## src/design/pscw_pkg.sv

```systemverilog
// Shared types and constants for the windowed-integral PID speed controller.
// No dependencies; used by pscw_smac, pscw_hist and the top level.
package pscw_pkg;

	localparam int GAIN_W  = 24;
	localparam int CNT_W   = 5;
	localparam int QBITS   = 16;
	localparam int ERR_W   = 17;
	localparam int DERIV_W = 18;
	localparam int MEAS_W  = 16;
	localparam int DRIVE_W = 32;
	localparam int DUTY_W  = 10;
	localparam int CFG_W   = 2;

	localparam logic [CNT_W-1:0] LAST_STEP = CNT_W'(GAIN_W - 1);

	localparam logic signed [ERR_W-1:0]   ENC_RELOAD = 17'sd20000;
	localparam logic signed [MEAS_W-1:0]  MEAS_MAX   = 16'sh7fff;
	localparam logic signed [MEAS_W-1:0]  MEAS_MIN   = 16'sh8000;
	localparam logic signed [DRIVE_W-1:0] DRIVE_MAX  = 32'sh7fffffff;
	localparam logic signed [DRIVE_W-1:0] DRIVE_MIN  = 32'sh80000000;
	localparam logic signed [DRIVE_W-1:0] DUTY_LIM   = 32'sd1000;
	localparam logic [DUTY_W-1:0]         DUTY_MAX   = 10'd1000;

	localparam logic [CFG_W-1:0] CFG_PROP_GAIN   = 2'd0;
	localparam logic [CFG_W-1:0] CFG_INTEG_GAIN  = 2'd1;
	localparam logic [CFG_W-1:0] CFG_DERIV_GAIN  = 2'd2;
	localparam logic [CFG_W-1:0] CFG_SPEED_SCALE = 2'd3;

	localparam logic [GAIN_W-1:0] PROP_GAIN_RST   = 24'd524288;
	localparam logic [GAIN_W-1:0] INTEG_GAIN_RST  = 24'd655;
	localparam logic [GAIN_W-1:0] DERIV_GAIN_RST  = 24'd65536;
	localparam logic [GAIN_W-1:0] SPEED_SCALE_RST = 24'd65536;

	typedef enum logic [2:0] {
		S_IDLE,
		S_MEAS,
		S_ERR,
		S_PID,
		S_DONE
	} state_t;

endpackage

```

## src/design/pscw_smac.sv

```systemverilog
// Bit-serial multiply-accumulate: three signed operands times three unsigned
// Q16 gains, one gain bit per cycle, product shifted out LSB first.
// Depends on pscw_pkg.
module pscw_smac #(
	parameter int OP_W = 22,
	parameter int HI_W = 28
) (
	input  logic                                  clk,
	input  logic                                  arst_n,
	input  logic                                  start,
	input  logic signed [OP_W-1:0]                a0,
	input  logic signed [OP_W-1:0]                a1,
	input  logic signed [OP_W-1:0]                a2,
	input  logic [pscw_pkg::GAIN_W-1:0]           g0,
	input  logic [pscw_pkg::GAIN_W-1:0]           g1,
	input  logic [pscw_pkg::GAIN_W-1:0]           g2,
	output logic                                  done,
	output logic signed [HI_W+pscw_pkg::GAIN_W-1:0] prod
);

	logic signed [OP_W-1:0]         a0_q, a1_q, a2_q;
	logic [pscw_pkg::GAIN_W-1:0]    g0_q, g1_q, g2_q;
	logic signed [HI_W-1:0]         hi_q;
	logic [pscw_pkg::GAIN_W-1:0]    lo_q;
	logic [pscw_pkg::CNT_W-1:0]     cnt_q;
	logic                           busy_q;
	logic                           done_q;
	logic signed [HI_W-1:0]         addend;
	logic signed [HI_W-1:0]         sum;

	always_comb begin
		addend = '0;
		if (g0_q[0]) addend = addend + HI_W'(a0_q);
		if (g1_q[0]) addend = addend + HI_W'(a1_q);
		if (g2_q[0]) addend = addend + HI_W'(a2_q);
		sum = hi_q + addend;
	end

	always_ff @(posedge clk or negedge arst_n) begin
		if (!arst_n) begin
			busy_q <= 1'b0;
			done_q <= 1'b0;
			cnt_q  <= '0;
		end else begin
			done_q <= 1'b0;
			if (start) begin
				busy_q <= 1'b1;
				cnt_q  <= '0;
			end else if (busy_q) begin
				cnt_q <= cnt_q + 1'b1;
				if (cnt_q == pscw_pkg::LAST_STEP) begin
					busy_q <= 1'b0;
					done_q <= 1'b1;
				end
			end
		end
	end

	// datapath: add the selected operands to the high half, shift right by one
	always_ff @(posedge clk) begin
		if (start) begin
			a0_q <= a0;
			a1_q <= a1;
			a2_q <= a2;
			g0_q <= g0;
			g1_q <= g1;
			g2_q <= g2;
			hi_q <= '0;
			lo_q <= '0;
		end else if (busy_q) begin
			g0_q <= g0_q >> 1;
			g1_q <= g1_q >> 1;
			g2_q <= g2_q >> 1;
			hi_q <= sum >>> 1;
			lo_q <= {sum[0], lo_q[pscw_pkg::GAIN_W-1:1]};
		end
	end

	assign done = done_q;
	assign prod = {hi_q, lo_q};

endmodule

```

## src/design/pscw_hist.sv

```systemverilog
// Error history window: circular store with a write pointer and fill flag.
// Returns the oldest entry (zero until the window has filled once).
// Depends on pscw_pkg.
module pscw_hist #(
	parameter int DEPTH = 20
) (
	input  logic                              clk,
	input  logic                              arst_n,
	input  logic                              wr_en,
	input  logic signed [pscw_pkg::ERR_W-1:0] wr_data,
	output logic signed [pscw_pkg::ERR_W-1:0] oldest
);

	localparam int PTR_W = $clog2(DEPTH);
	localparam logic [PTR_W-1:0] PTR_LAST = PTR_W'(DEPTH - 1);

	logic signed [pscw_pkg::ERR_W-1:0] mem [DEPTH];
	logic signed [pscw_pkg::ERR_W-1:0] rd_q;
	logic [PTR_W-1:0]                  ptr_q;
	logic                              full_q;

	always_ff @(posedge clk or negedge arst_n) begin
		if (!arst_n) begin
			ptr_q  <= '0;
			full_q <= 1'b0;
		end else if (wr_en) begin
			if (ptr_q == PTR_LAST) begin
				ptr_q  <= '0;
				full_q <= 1'b1;
			end else begin
				ptr_q <= ptr_q + 1'b1;
			end
		end
	end

	always_ff @(posedge clk) begin
		if (wr_en) begin
			mem[ptr_q] <= wr_data;
		end
		rd_q <= mem[ptr_q];
	end

	// entry at the pointer holds a written value only once the window has wrapped
	assign oldest = full_q ? rd_q : '0;

endmodule

```

## src/design/pid_speed_control_windowed_integral.sv

```systemverilog
// PID speed controller with windowed integral, one control tick per item.
// A new item is taken only once the previous result has reached the output register;
// each item makes two 24-step passes through the shared bit-serial MAC.
// A finished result waits in the output register while the next item runs.
// Reset (arst_n low, asynchronous): gains to defaults, history window empty,
// integral sum and previous error cleared, no result pending.
module pid_speed_control_windowed_integral #(
	parameter int WINDOW = 20
) (
	input  logic                                clk,
	input  logic                                arst_n,
	input  logic                                req_valid,
	output logic                                req_stall,
	input  logic signed [15:0]                  target_speed,
	input  logic [15:0]                         encoder_count,
	output logic                                rsp_valid,
	input  logic                                rsp_stall,
	output logic [pscw_pkg::DUTY_W-1:0]         duty,
	output logic                                forward,
	output logic signed [pscw_pkg::DRIVE_W-1:0] drive_value,
	output logic signed [pscw_pkg::MEAS_W-1:0]  measured_speed,
	input  logic                                cfg_valid,
	output logic                                cfg_ready,
	input  logic [pscw_pkg::CFG_W-1:0]          cfg_index,
	input  logic [23:0]                         cfg_data
);

	localparam int SUM_W  = pscw_pkg::ERR_W + $clog2(WINDOW);
	localparam int HI_W   = SUM_W + 6;
	localparam int PROD_W = HI_W + pscw_pkg::GAIN_W;
	localparam int TRIM_W = PROD_W - pscw_pkg::QBITS;

	pscw_pkg::state_t state_q, state_d;

	logic [pscw_pkg::GAIN_W-1:0] prop_gain_q, integ_gain_q, deriv_gain_q, speed_scale_q;

	logic signed [15:0]                   target_q;
	logic signed [pscw_pkg::MEAS_W-1:0]   meas_q;
	logic signed [pscw_pkg::ERR_W-1:0]    prev_q;
	logic signed [SUM_W-1:0]              sum_q;
	logic signed [pscw_pkg::DRIVE_W-1:0]  drive_q;

	logic                                 rsp_valid_q;
	logic [pscw_pkg::DUTY_W-1:0]          duty_q;
	logic                                 forward_q;
	logic signed [pscw_pkg::DRIVE_W-1:0]  drive_out_q;
	logic signed [pscw_pkg::MEAS_W-1:0]   meas_out_q;

	logic                                 accept;
	logic                                 mac_start;
	logic                                 mac_done;
	logic signed [SUM_W-1:0]              mac_a0, mac_a1, mac_a2;
	logic [pscw_pkg::GAIN_W-1:0]          mac_g0, mac_g1, mac_g2;
	logic signed [PROD_W-1:0]             prod;
	logic signed [TRIM_W-1:0]             trim;
	logic                                 meas_fits, drive_fits;
	logic signed [pscw_pkg::MEAS_W-1:0]   meas_sat;
	logic signed [pscw_pkg::DRIVE_W-1:0]  drive_sat;

	logic signed [pscw_pkg::ERR_W-1:0]    distance;
	logic signed [pscw_pkg::ERR_W-1:0]    err;
	logic signed [pscw_pkg::DERIV_W-1:0]  deriv;
	logic signed [SUM_W-1:0]              sum_new;
	logic signed [pscw_pkg::ERR_W-1:0]    oldest;
	logic                                 hist_we;
	logic                                 load_meas, load_drive, load_out;

	logic                                 duty_big;
	logic signed [10:0]                   drive_lo;
	logic [10:0]                          drive_abs;
	logic [pscw_pkg::DUTY_W-1:0]          duty_calc;

	// ---------------- configuration ----------------
	assign cfg_ready = 1'b1;

	always_ff @(posedge clk or negedge arst_n) begin
		if (!arst_n) begin
			prop_gain_q   <= pscw_pkg::PROP_GAIN_RST;
			integ_gain_q  <= pscw_pkg::INTEG_GAIN_RST;
			deriv_gain_q  <= pscw_pkg::DERIV_GAIN_RST;
			speed_scale_q <= pscw_pkg::SPEED_SCALE_RST;
		end else if (cfg_valid && cfg_ready) begin
			case (cfg_index)
				pscw_pkg::CFG_PROP_GAIN:   prop_gain_q   <= cfg_data;
				pscw_pkg::CFG_INTEG_GAIN:  integ_gain_q  <= cfg_data;
				pscw_pkg::CFG_DERIV_GAIN:  deriv_gain_q  <= cfg_data;
				pscw_pkg::CFG_SPEED_SCALE: speed_scale_q <= cfg_data;
				default: ;
			endcase
		end
	end

	// ---------------- datapath ----------------
	assign accept   = req_valid && !req_stall;
	assign distance = pscw_pkg::ERR_W'(signed'({1'b0, encoder_count})) - pscw_pkg::ENC_RELOAD;
	assign err      = pscw_pkg::ERR_W'(target_q) - pscw_pkg::ERR_W'(meas_q);
	assign deriv    = pscw_pkg::DERIV_W'(err) - pscw_pkg::DERIV_W'(prev_q);
	assign sum_new  = sum_q + SUM_W'(err) - SUM_W'(oldest);

	// first pass scales the encoder distance, second pass forms the PID sum
	always_comb begin
		if (state_q == pscw_pkg::S_IDLE) begin
			mac_a0 = SUM_W'(distance);
			mac_a1 = '0;
			mac_a2 = '0;
			mac_g0 = speed_scale_q;
			mac_g1 = '0;
			mac_g2 = '0;
		end else begin
			mac_a0 = SUM_W'(err);
			mac_a1 = sum_new;
			mac_a2 = SUM_W'(deriv);
			mac_g0 = prop_gain_q;
			mac_g1 = integ_gain_q;
			mac_g2 = deriv_gain_q;
		end
	end

	pscw_smac #(
		.OP_W (SUM_W),
		.HI_W (HI_W)
	) u_smac (
		.clk    (clk),
		.arst_n (arst_n),
		.start  (mac_start),
		.a0     (mac_a0),
		.a1     (mac_a1),
		.a2     (mac_a2),
		.g0     (mac_g0),
		.g1     (mac_g1),
		.g2     (mac_g2),
		.done   (mac_done),
		.prod   (prod)
	);

	pscw_hist #(
		.DEPTH (WINDOW)
	) u_hist (
		.clk     (clk),
		.arst_n  (arst_n),
		.wr_en   (hist_we),
		.wr_data (err),
		.oldest  (oldest)
	);

	// floor by 2^16 is dropping the low bits; saturate by checking the sign run
	assign trim       = prod[PROD_W-1:pscw_pkg::QBITS];
	assign meas_fits  = (&trim[TRIM_W-1:pscw_pkg::MEAS_W-1]) |
	                    ~(|trim[TRIM_W-1:pscw_pkg::MEAS_W-1]);
	assign drive_fits = (&trim[TRIM_W-1:pscw_pkg::DRIVE_W-1]) |
	                    ~(|trim[TRIM_W-1:pscw_pkg::DRIVE_W-1]);
	assign meas_sat   = meas_fits ? trim[pscw_pkg::MEAS_W-1:0] :
	                    (trim[TRIM_W-1] ? pscw_pkg::MEAS_MIN : pscw_pkg::MEAS_MAX);
	assign drive_sat  = drive_fits ? trim[pscw_pkg::DRIVE_W-1:0] :
	                    (trim[TRIM_W-1] ? pscw_pkg::DRIVE_MIN : pscw_pkg::DRIVE_MAX);

	// within +-1000 only the low 11 bits matter for the magnitude
	assign duty_big  = (drive_q > pscw_pkg::DUTY_LIM) || (drive_q < -pscw_pkg::DUTY_LIM);
	assign drive_lo  = drive_q[10:0];
	assign drive_abs = drive_lo[10] ? 11'(-drive_lo) : 11'(drive_lo);
	assign duty_calc = duty_big ? pscw_pkg::DUTY_MAX : drive_abs[pscw_pkg::DUTY_W-1:0];

	// ---------------- control ----------------
	always_comb begin
		state_d    = state_q;
		req_stall  = 1'b1;
		mac_start  = 1'b0;
		hist_we    = 1'b0;
		load_meas  = 1'b0;
		load_drive = 1'b0;
		load_out   = 1'b0;
		case (state_q)
			pscw_pkg::S_IDLE: begin
				req_stall = 1'b0;
				if (req_valid) begin
					mac_start = 1'b1;
					state_d   = pscw_pkg::S_MEAS;
				end
			end
			pscw_pkg::S_MEAS: begin
				if (mac_done) begin
					load_meas = 1'b1;
					state_d   = pscw_pkg::S_ERR;
				end
			end
			pscw_pkg::S_ERR: begin
				mac_start = 1'b1;
				hist_we   = 1'b1;
				state_d   = pscw_pkg::S_PID;
			end
			pscw_pkg::S_PID: begin
				if (mac_done) begin
					load_drive = 1'b1;
					state_d    = pscw_pkg::S_DONE;
				end
			end
			pscw_pkg::S_DONE: begin
				if (!rsp_valid_q || !rsp_stall) begin
					load_out = 1'b1;
					state_d  = pscw_pkg::S_IDLE;
				end
			end
			default: begin
				state_d = pscw_pkg::S_IDLE;
			end
		endcase
	end

	always_ff @(posedge clk or negedge arst_n) begin
		if (!arst_n) begin
			state_q     <= pscw_pkg::S_IDLE;
			rsp_valid_q <= 1'b0;
			sum_q       <= '0;
			prev_q      <= '0;
		end else begin
			state_q <= state_d;
			if (load_out) begin
				rsp_valid_q <= 1'b1;
			end else if (!rsp_stall) begin
				rsp_valid_q <= 1'b0;
			end
			if (hist_we) begin
				sum_q  <= sum_new;
				prev_q <= err;
			end
		end
	end

	always_ff @(posedge clk) begin
		if (accept) begin
			target_q <= target_speed;
		end
		if (load_meas) begin
			meas_q <= meas_sat;
		end
		if (load_drive) begin
			drive_q <= drive_sat;
		end
		if (load_out) begin
			duty_q      <= duty_calc;
			forward_q   <= !drive_q[pscw_pkg::DRIVE_W-1] && (drive_q != '0);
			drive_out_q <= drive_q;
			meas_out_q  <= meas_q;
		end
	end

	assign rsp_valid      = rsp_valid_q;
	assign duty           = duty_q;
	assign forward        = forward_q;
	assign drive_value    = drive_out_q;
	assign measured_speed = meas_out_q;

`ifndef SYNTHESIS
	a_mac_done_state: assert property (@(posedge clk) disable iff (!arst_n)
		mac_done |-> (state_q == pscw_pkg::S_MEAS || state_q == pscw_pkg::S_PID))
		else $error("MAC finished outside a multiply state");

	a_rsp_from_done: assert property (@(posedge clk) disable iff (!arst_n)
		$rose(rsp_valid_q) |-> $past(state_q) == pscw_pkg::S_DONE)
		else $error("result posted without a finished item");

	a_duty_range: assert property (@(posedge clk) disable iff (!arst_n)
		rsp_valid |-> duty <= pscw_pkg::DUTY_MAX)
		else $error("duty above limit");

	a_forward_sign: assert property (@(posedge clk) disable iff (!arst_n)
		(rsp_valid && forward) |-> (!drive_value[pscw_pkg::DRIVE_W-1] && drive_value != '0))
		else $error("forward set with non-positive drive");
`endif

endmodule

```

## config.mk

```make
export PLATFORM = sky130hd
export DESIGN_NAME = pid_speed_control_windowed_integral
export DESIGN_NICKNAME = d
export VERILOG_FILES = /design/src/design/pscw_pkg.sv /design/src/design/pscw_smac.sv /design/src/design/pscw_hist.sv /design/src/design/pid_speed_control_windowed_integral.sv
export SDC_FILE = /design/constraint.sdc
export NUM_CORES = 1
export LEC_CHECK = 0
export ABC_CLOCK_PERIOD_IN_PS = 7300
export BUFFER_PORTS_ARGS = -buffer_cell sky130_fd_sc_hd__buf_2
export CORE_MARGIN = 4
export CORE_UTILIZATION = 30
export DETAILED_ROUTE_END_ITERATION = 16
export GPL_TIMING_DRIVEN = 0
export PLACE_DENSITY_LB_ADDON = 0.2
export SLEW_MARGIN = 20
export SYNTH_ARGS = -nofsm -noshare
export SYNTH_HDL_FRONTEND = slang
export SYNTH_SLANG_ARGS = --single-unit
```

## constraint.sdc

```tcl
create_clock -name clk -period 7.3 [get_ports clk]
set_clock_uncertainty 0.1 [all_clocks]
set_input_delay 2.19 -clock clk [delete_from_list [all_inputs] [get_ports clk]]
set_output_delay 2.19 -clock clk [all_outputs]
set_load 0.02 [all_outputs]
```

==> results of run 1 <==
[metrics by stage]
stage / power [mW] / hold slack (ns) / setup TNS [ns] / cells
floorplan: 7.200 / 0.3264 / 0 / 2727
global placement: 7.732 / 0.3500 / -8.512 / 4475
detailed placement: 7.739 / 0.3501 / -6.851 / 4491
CTS: 12.26 / 0.3719 / 0 / 4665
global route: 12.90 / 0.3759 / -0.006211 / 4671
finish: 12.22 / 0.3730 / 0 / 4673
[per-layer routing]
metal | routed length (µm) | global-route usage (%) | part of all wire, % | vias to the layer above
li1 | - | - | - | 10780
met1 | 43190 | 19.42 | 44 | 11230
met2 | 47380 | 25.09 | 49 | 408
met3 | 3838 | 2.494 | 3.9 | 143
met4 | 3220 | 4.745 | 3.3 | 0
met5 | 0 | 0 | 0 | -
[registers in the layout, summed over array words and instances, names as in the netlist, 24 cells and up]
signal and cells:
u_smac.hi_q 27, u_smac.g0_q 24, integ_gain_q 24, u_smac.g2_q 24, u_hist.mem 340, deriv_gain_q 24
prop_gain_q 24, u_smac.g1_q 24, speed_scale_q 24, drive_value 32, drive_q 32
[worst max-delay path, delay by kind of cell, from the launching register on]
family,cells,cell delay [ns]
flip-flops,1,0.52
AND/OR/NAND/NOR,5,1.02
AO/OA/AOI/OAI,21,3.26
multiplexers,1,0.28
adder cells (fa/ha/maj),3,0.79
XOR/XNOR,4,0.58
buffers and inverters,3,0.36
[cells by family (layout without fill, tap and decap cells)]
| kind of cell | after synthesis | in the layout | synth area share [%] |
|---|---|---|---|
| mux | 242 | 242 | 9.784 |
| other cells | 1 | 3 | 0.01009 |
| xor+xnor | 138 | 138 | 3.272 |
| simple gates | 582 | 582 | 7.331 |
| flops | 796 | 796 | 60.88 |
| fa+ha+maj | 163 | 163 | 6.011 |
| buf+inv | 220 | 539 | 2.268 |
| compound gates | 585 | 585 | 10.44 |
[power by group through the flow]
| stage | logic [mW] | registers (mW) | clock network [mW] |
|---|---|---|---|
| 2_1_floorplan | 1.86 | 5.34 | 0 |
| 4_1_cts | 2.41 | 5.33 | 4.51 |
| 6_report | 2.50 | 5.33 | 4.39 |
| 5_1_grt | 2.83 | 5.37 | 4.71 |
| 3_3_place_gp | 2.31 | 5.43 | 0 |
| 3_5_place_dp | 2.31 | 5.43 | 0 |
[timing repair]
action,4_1_cts,5_1_grt
gates resized for setup,23,36
endpoints found under the setup margin,13,4
cloned,0,0
hold buffers,0,0
buffers inserted,11,7
pin swaps,11,31
[layout make-up]
type                       count  share of cell area [%]
inverter                     107                  0.9274
tap                         1625                   4.666
multi-input combinational   1711                   32.38
buffer                       112                   1.045
timing repair buffer         157                   2.449
clock inverter                61                   1.312
sequential                   796                   51.94
clock buffer                 102                   5.266
antenna                        2                 0.01149
[synth_stat cells, drive strengths merged, types with 18 or more instances]
| library cell | number |
|---|---|
| nor2 | 160 |
| nand2 | 196 |
| o21a | 31 |
| dfxtp | 52 |
| buf | 24 |
| ha | 137 |
| and2 | 31 |
| dfrtp | 143 |
| xnor2 | 85 |
| nand4 | 19 |
| a21oi | 128 |
| a31oi | 18 |
| o21ai | 148 |
| mux2 | 121 |
| xor2 | 53 |
| nand3 | 23 |
| a22o | 47 |
| a21o | 80 |
| fa | 26 |
| inv | 104 |
| a221o | 20 |
| nor3 | 39 |
| mux4 | 85 |
| and3 | 26 |
| edfxtp | 592 |
| mux2i | 36 |
| o22ai | 20 |
| clkbuf | 89 |
[path summary, 6_finish.rpt]
kind                                                 to  slack (ns)  cells after the start
max                        u_smac.hi_q[26]$_SDFFE_PP0P_        0.29                     37
min                           drive_value[15]$_DFFE_PP_        0.37                      0
max reg2reg                u_smac.hi_q[26]$_SDFFE_PP0P_        0.29                     37
min reg2reg                   drive_value[15]$_DFFE_PP_        0.37                      0
max in group asynchronous         prev_q[7]$_DFFE_PN0P_        4.76                      2
min in group asynchronous  deriv_gain_q[11]$_DFFE_PN0P_        1.39                      1
==> impl_metrics.json, run 1 <==
{
  "grtUsageTotal_pct": 14.83,
  "clk_pin_slew_ns": 0.06,
  "die_h_um": 360.0,
  "gp_congestion": 0.8309,
  "coreArea_um2": 122400,
  "ios": 125,
  "slew_headroom_pct": 26.20,
  "clock_sinks": 796,
  "drt_wl_total_um": 97630,
  "viasPerCell": 4.828,
  "period_needed_ns": 7.013,
  "min_period_over_period_pct": 96.07,
  "dr.pass1.iters": 5,
  "die_w_um": 360.0,
  "layout.nets": 3199,
  "power.internal_mw": 8.804,
  "seq_area_frac_synth_pct": 60.88,
  "die-area_um2": 129600,
  "avgRoutedWirePerCell_um": 20.89,
  "cp-start-kind": "register",
  "seq_power_share_pct": 43.7,
  "setup_viol": 0,
  "hp-start": "drive_q[15]$_DFFE_PP_",
  "fp-row-count": 128,
  "netlist_area_um2": 37170,
  "irDropWorstVdd_uv": 223.1,
  "portBuffers": 123,
  "crit_path_max_incr_delay_ns": 0.52,
  "status": "finished, final reports clean",
  "synth_ff_type": "edfxtp_1",
  "async_flop_share_pct": 19.10,
  "clkPwrFrac_pct": 35.9,
  "cpMaxStageDelayCell": "edfxtp_1",
  "layout_common_cells": "edfxtp_1, nand2_1, nor2_1",
  "cts_tree": "done",
  "htree_levels": 3,
  "powerDensity_nw_per_um2": 280.4,
  "cp.required_ns": 7.75,
  "clk_latency_ns": 0.68,
  "syn_to_final_growth_pct": 17.22,
  "fin_util_pct": 35.61,
  "r2r_start": "u_smac.g0_q[0]$_DFFE_PP_",
  "synth_fp_nets": 2953,
  "hold_viol_final": 0,
  "crit_fanout": 8,
  "yosysTopAreaCell": "edfxtp_1",
  "multi_input_area_um2": 14110,
  "synth_edf_count": 592,
  "hp-class": "register to register",
  "crit_type": "register to register",
  "arrival_ns": 7.47,
  "ys_types": 88,
  "switching_share_pct": 27.93,
  "endpoint_kind": "register",
  "start_util_pct": 30.38,
  "p_switching_mw": 3.412,
  "ant_nets": 0,
  "synth.avg_cell_area_um2": 13.63,
  "yosys_warnings": 0,
  "worst_pin_slew_ns": 1.107,
  "fillers": 11910,
  "clk_path_buf_depth": 3,
  "yosys-top-cells-area": "edfxtp_1, dfrtp_1, mux4_2",
  "grt_overflow": 0,
  "cts_inserted_buffers": 88,
  "fin_ws_ns": 0.2868,
  "synth_top_area_share_pct": 47.82,
  "drv_slew": 0,
  "netlist_instances": 2727,
  "cts-root-buf": "clkbuf_16",
  "pre_cts_ws_ns": -1.251,
  "design_area_um2": 43580,
  "drcViolationCount": 0,
  "layout_commonest_cell": "edfxtp_1",
  "dr_total_vias": 22560,
  "combPwrFrac_pct": 20.4,
  "startpoint": "u_smac.g0_q[0]$_DFFE_PP_",
  "drive_gt1_share_pct": 19.47,
  "grt_pass1_wl_um": 146900,
  "drt_iter0_markers": 1599,
  "grt_max_degree": 85,
  "dp_hpwl_um": 70490,
  "fmax_mhz": 142.6,
  "drv_cap": 0,
  "regArea_um2": 22630,
  "grt_pass1_vias": 23110,
  "antenna_found_initial": 4,
  "synth_seq_cells": 796,
  "leakagePower_nw": 16.38,
  "place_area_um2": 40250
}
Power figures use the tool's default switching activity.
==> run 2, diff against run 1 <==
--- a/config.mk
+++ b/config.mk
@@ -5,7 +5,7 @@
 export SDC_FILE = /design/constraint.sdc
 export NUM_CORES = 1
 export LEC_CHECK = 0
-export ABC_CLOCK_PERIOD_IN_PS = 7300
+export ABC_CLOCK_PERIOD_IN_PS = 8700
 export BUFFER_PORTS_ARGS = -buffer_cell sky130_fd_sc_hd__buf_2
 export CORE_MARGIN = 4
 export CORE_UTILIZATION = 30
==> constraint.sdc (replaced) <==
create_clock -name clk -period 8.7 [get_ports clk]
set_clock_uncertainty 0.1 [all_clocks]
set_input_delay 2.61 -clock clk [delete_from_list [all_inputs] [get_ports clk]]
set_output_delay 2.61 -clock clk [all_outputs]
set_load 0.02 [all_outputs]
==> run 2 against run 1 <==
Core utilization is 0.36 points lower. Sequential power is 16% lower. Hold slack better by 0.0039 ns. Global-route usage hardly changed. Count of clock-buffer cells in the layout stayed put. Critical endpoint unchanged. Highest routed layer unchanged.
==> impl_metrics.json, run 2 (synthesis gave the netlist of run 1 again) <==
{
  "cpMaxStageDelayCell": "edfxtp_1",
  "fillers": 11950,
  "clk_path_buf_depth": 3,
  "pre_cts_ws_ns": 0.1489,
  "cts_tree": "done",
  "hold_viol_final": 0,
  "clock_sinks": 796,
  "layout.nets": 3181,
  "hp-class": "register to register",
  "slew_headroom_pct": 25.95,
  "drv_cap": 0,
  "htree_levels": 3,
  "crit_fanout": 19,
  "layout_common_cells": "edfxtp_1, nand2_1, nor2_1",
  "drt_wl_total_um": 97080,
  "cts_inserted_buffers": 88,
  "dr.pass1.iters": 6,
  "drv_slew": 0,
  "grt_max_degree": 85,
  "portBuffers": 123,
  "irDropWorstVdd_uv": 187.9,
  "ff2ff_setup_slack_ns": 0.64,
  "fin_ws_ns": 0.6382,
  "die_h_um": 360.0,
  "drt_iter0_markers": 1552,
  "leakagePower_nw": 16.25,
  "avgRoutedWirePerCell_um": 20.85,
  "cts-root-buf": "clkbuf_16",
  "grt_pass1_vias": 23010,
  "fmax_mhz": 124.0,
  "clk_pin_slew_ns": 0.06,
  "layout_commonest_cell": "edfxtp_1",
  "drive_gt1_share_pct": 17.83,
  "place_area_um2": 40250,
  "cp_common_cell": "a21oi_1",
  "grt_overflow": 0,
  "drcViolationCount": 0,
  "gp_congestion": 0.8309,
  "p_switching_mw": 2.798,
  "ios": 125,
  "regMostFlops": "u_hist.mem",
  "grt_pass1_wl_um": 146500,
  "largest_register_ffs": 340,
  "cp-start-kind": "register",
  "status": "finished, final reports clean",
  "ant_nets": 0,
  "coreArea_um2": 122400,
  "clkPwrFrac_pct": 36.5,
  "power.internal_mw": 7.295,
  "ctsHoldBuffers": 0,
  "grtUsageTotal_pct": 14.78,
  "antenna_found_initial": 4,
  "seq_power_share_pct": 44.3,
  "min_period_over_period_pct": 92.66,
  "clk_latency_ns": 0.68,
  "setup_viol": 0,
  "endpoint_kind": "register",
  "start_util_pct": 30.38,
  "worst_pin_slew_ns": 1.111,
  "powerDensity_nw_per_um2": 234.0,
  "crit_type": "register to register",
  "cts_resized": 0,
  "viasPerCell": 4.818,
  "dp_hpwl_um": 70490,
  "rsz0062_at_grt": "no",
  "crit_path_max_incr_delay_ns": 0.58,
  "fin_cells": 4655,
  "die-area_um2": 129600,
  "syn_to_final_growth_pct": 16.03,
  "design_area_um2": 43130,
  "die_w_um": 360.0,
  "period_needed_ns": 8.062,
  "switching_share_pct": 27.72,
  "arrival_ns": 8.52,
  "cp.required_ns": 9.16,
  "dr_total_vias": 22430,
  "combPwrFrac_pct": 19.1,
  "fin_tns_setup_ns": 0,
  "post_cts_buffers": 0,
  "fp-row-count": 128,
  "dp.cells": 4491
}
run 2: final timing paths:
kind / startpoint / endpoint / depth (start not counted)
worst min-delay path: meas_q[15]$_DFFE_PP_ / measured_speed[15]$_DFFE_PP_ / 0
worst max-delay path: u_smac.g0_q[0]$_DFFE_PP_ / u_smac.hi_q[26]$_SDFFE_PP0P_ / 34
min in group asynchronous: arst_n / deriv_gain_q[11]$_DFFE_PN0P_ / 1
worst max register to register: u_smac.g0_q[0]$_DFFE_PP_ / u_smac.hi_q[26]$_SDFFE_PP0P_ / 34
worst min register to register: meas_q[15]$_DFFE_PP_ / measured_speed[15]$_DFFE_PP_ / 0
max in group asynchronous: arst_n / prev_q[9]$_DFFE_PN0P_ / 2
run 2: worst max-delay path, delay by kind of cell, from the launching register on:
| kind | cells | cell delay, ns |
|---|---|---|
| and+or+nand+nor | 5 | 1.15 |
| AOI/OAI and AO/OA | 19 | 3.85 |
| xor gates and xnor gates | 4 | 0.66 |
| adders and majority gates | 3 | 1.01 |
| muxes | 1 | 0.28 |
| buffers and inverters | 2 | 0.30 |
| DFF | 1 | 0.58 |
run 2: per-stage QoR:
step                      hold slack [ns]  power [mW]  utilization [%]
after CTS                          0.3719       10.22            35.24
after detailed placement           0.3501       6.494            32.90
after global placement             0.3500       6.488            32.55
final                              0.3769       10.09            35.25
after global routing               0.3759       10.66            35.25
after floorplan                    0.3264       6.041                -
run 2: power groups by stage:
stage          sequential [mW]  clock (mW)  combinational, mW
6_report                  4.47        3.69               1.93
2_1_floorplan             4.48           0               1.56
3_5_place_dp              4.55           0               1.94
5_1_grt                   4.50        3.95               2.21
3_3_place_gp              4.55           0               1.93
4_1_cts                   4.48        3.79               1.96
run 2: area by class of cell:
class / count / area, µm² / area share (%)
Sequential cell: 796 / 22630 / 52.47
Timing Repair Buffer: 139 / 932.1 / 2.161
Clock buffer: 102 / 2295 / 5.320
Buffer: 112 / 444.2 / 1.030
Clock inverter: 61 / 571.8 / 1.326
Tap cell: 1625 / 2033 / 4.714
Inverter: 107 / 404.1 / 0.9370
Antenna cell: 2 / 5.005 / 0.01160
Multi-Input combinational cell: 1711 / 13810 / 32.03
run 2: layer usage:
metal / routed length, µm / vias to the layer above / global-route usage (%)
li1: - / 10740 / -
met1: 43030 / 11170 / 19.39
met2: 47270 / 383 / 25.05
met3: 3793 / 136 / 2.504
met4: 2984 / 0 / 4.548
met5: 0 / - / 0
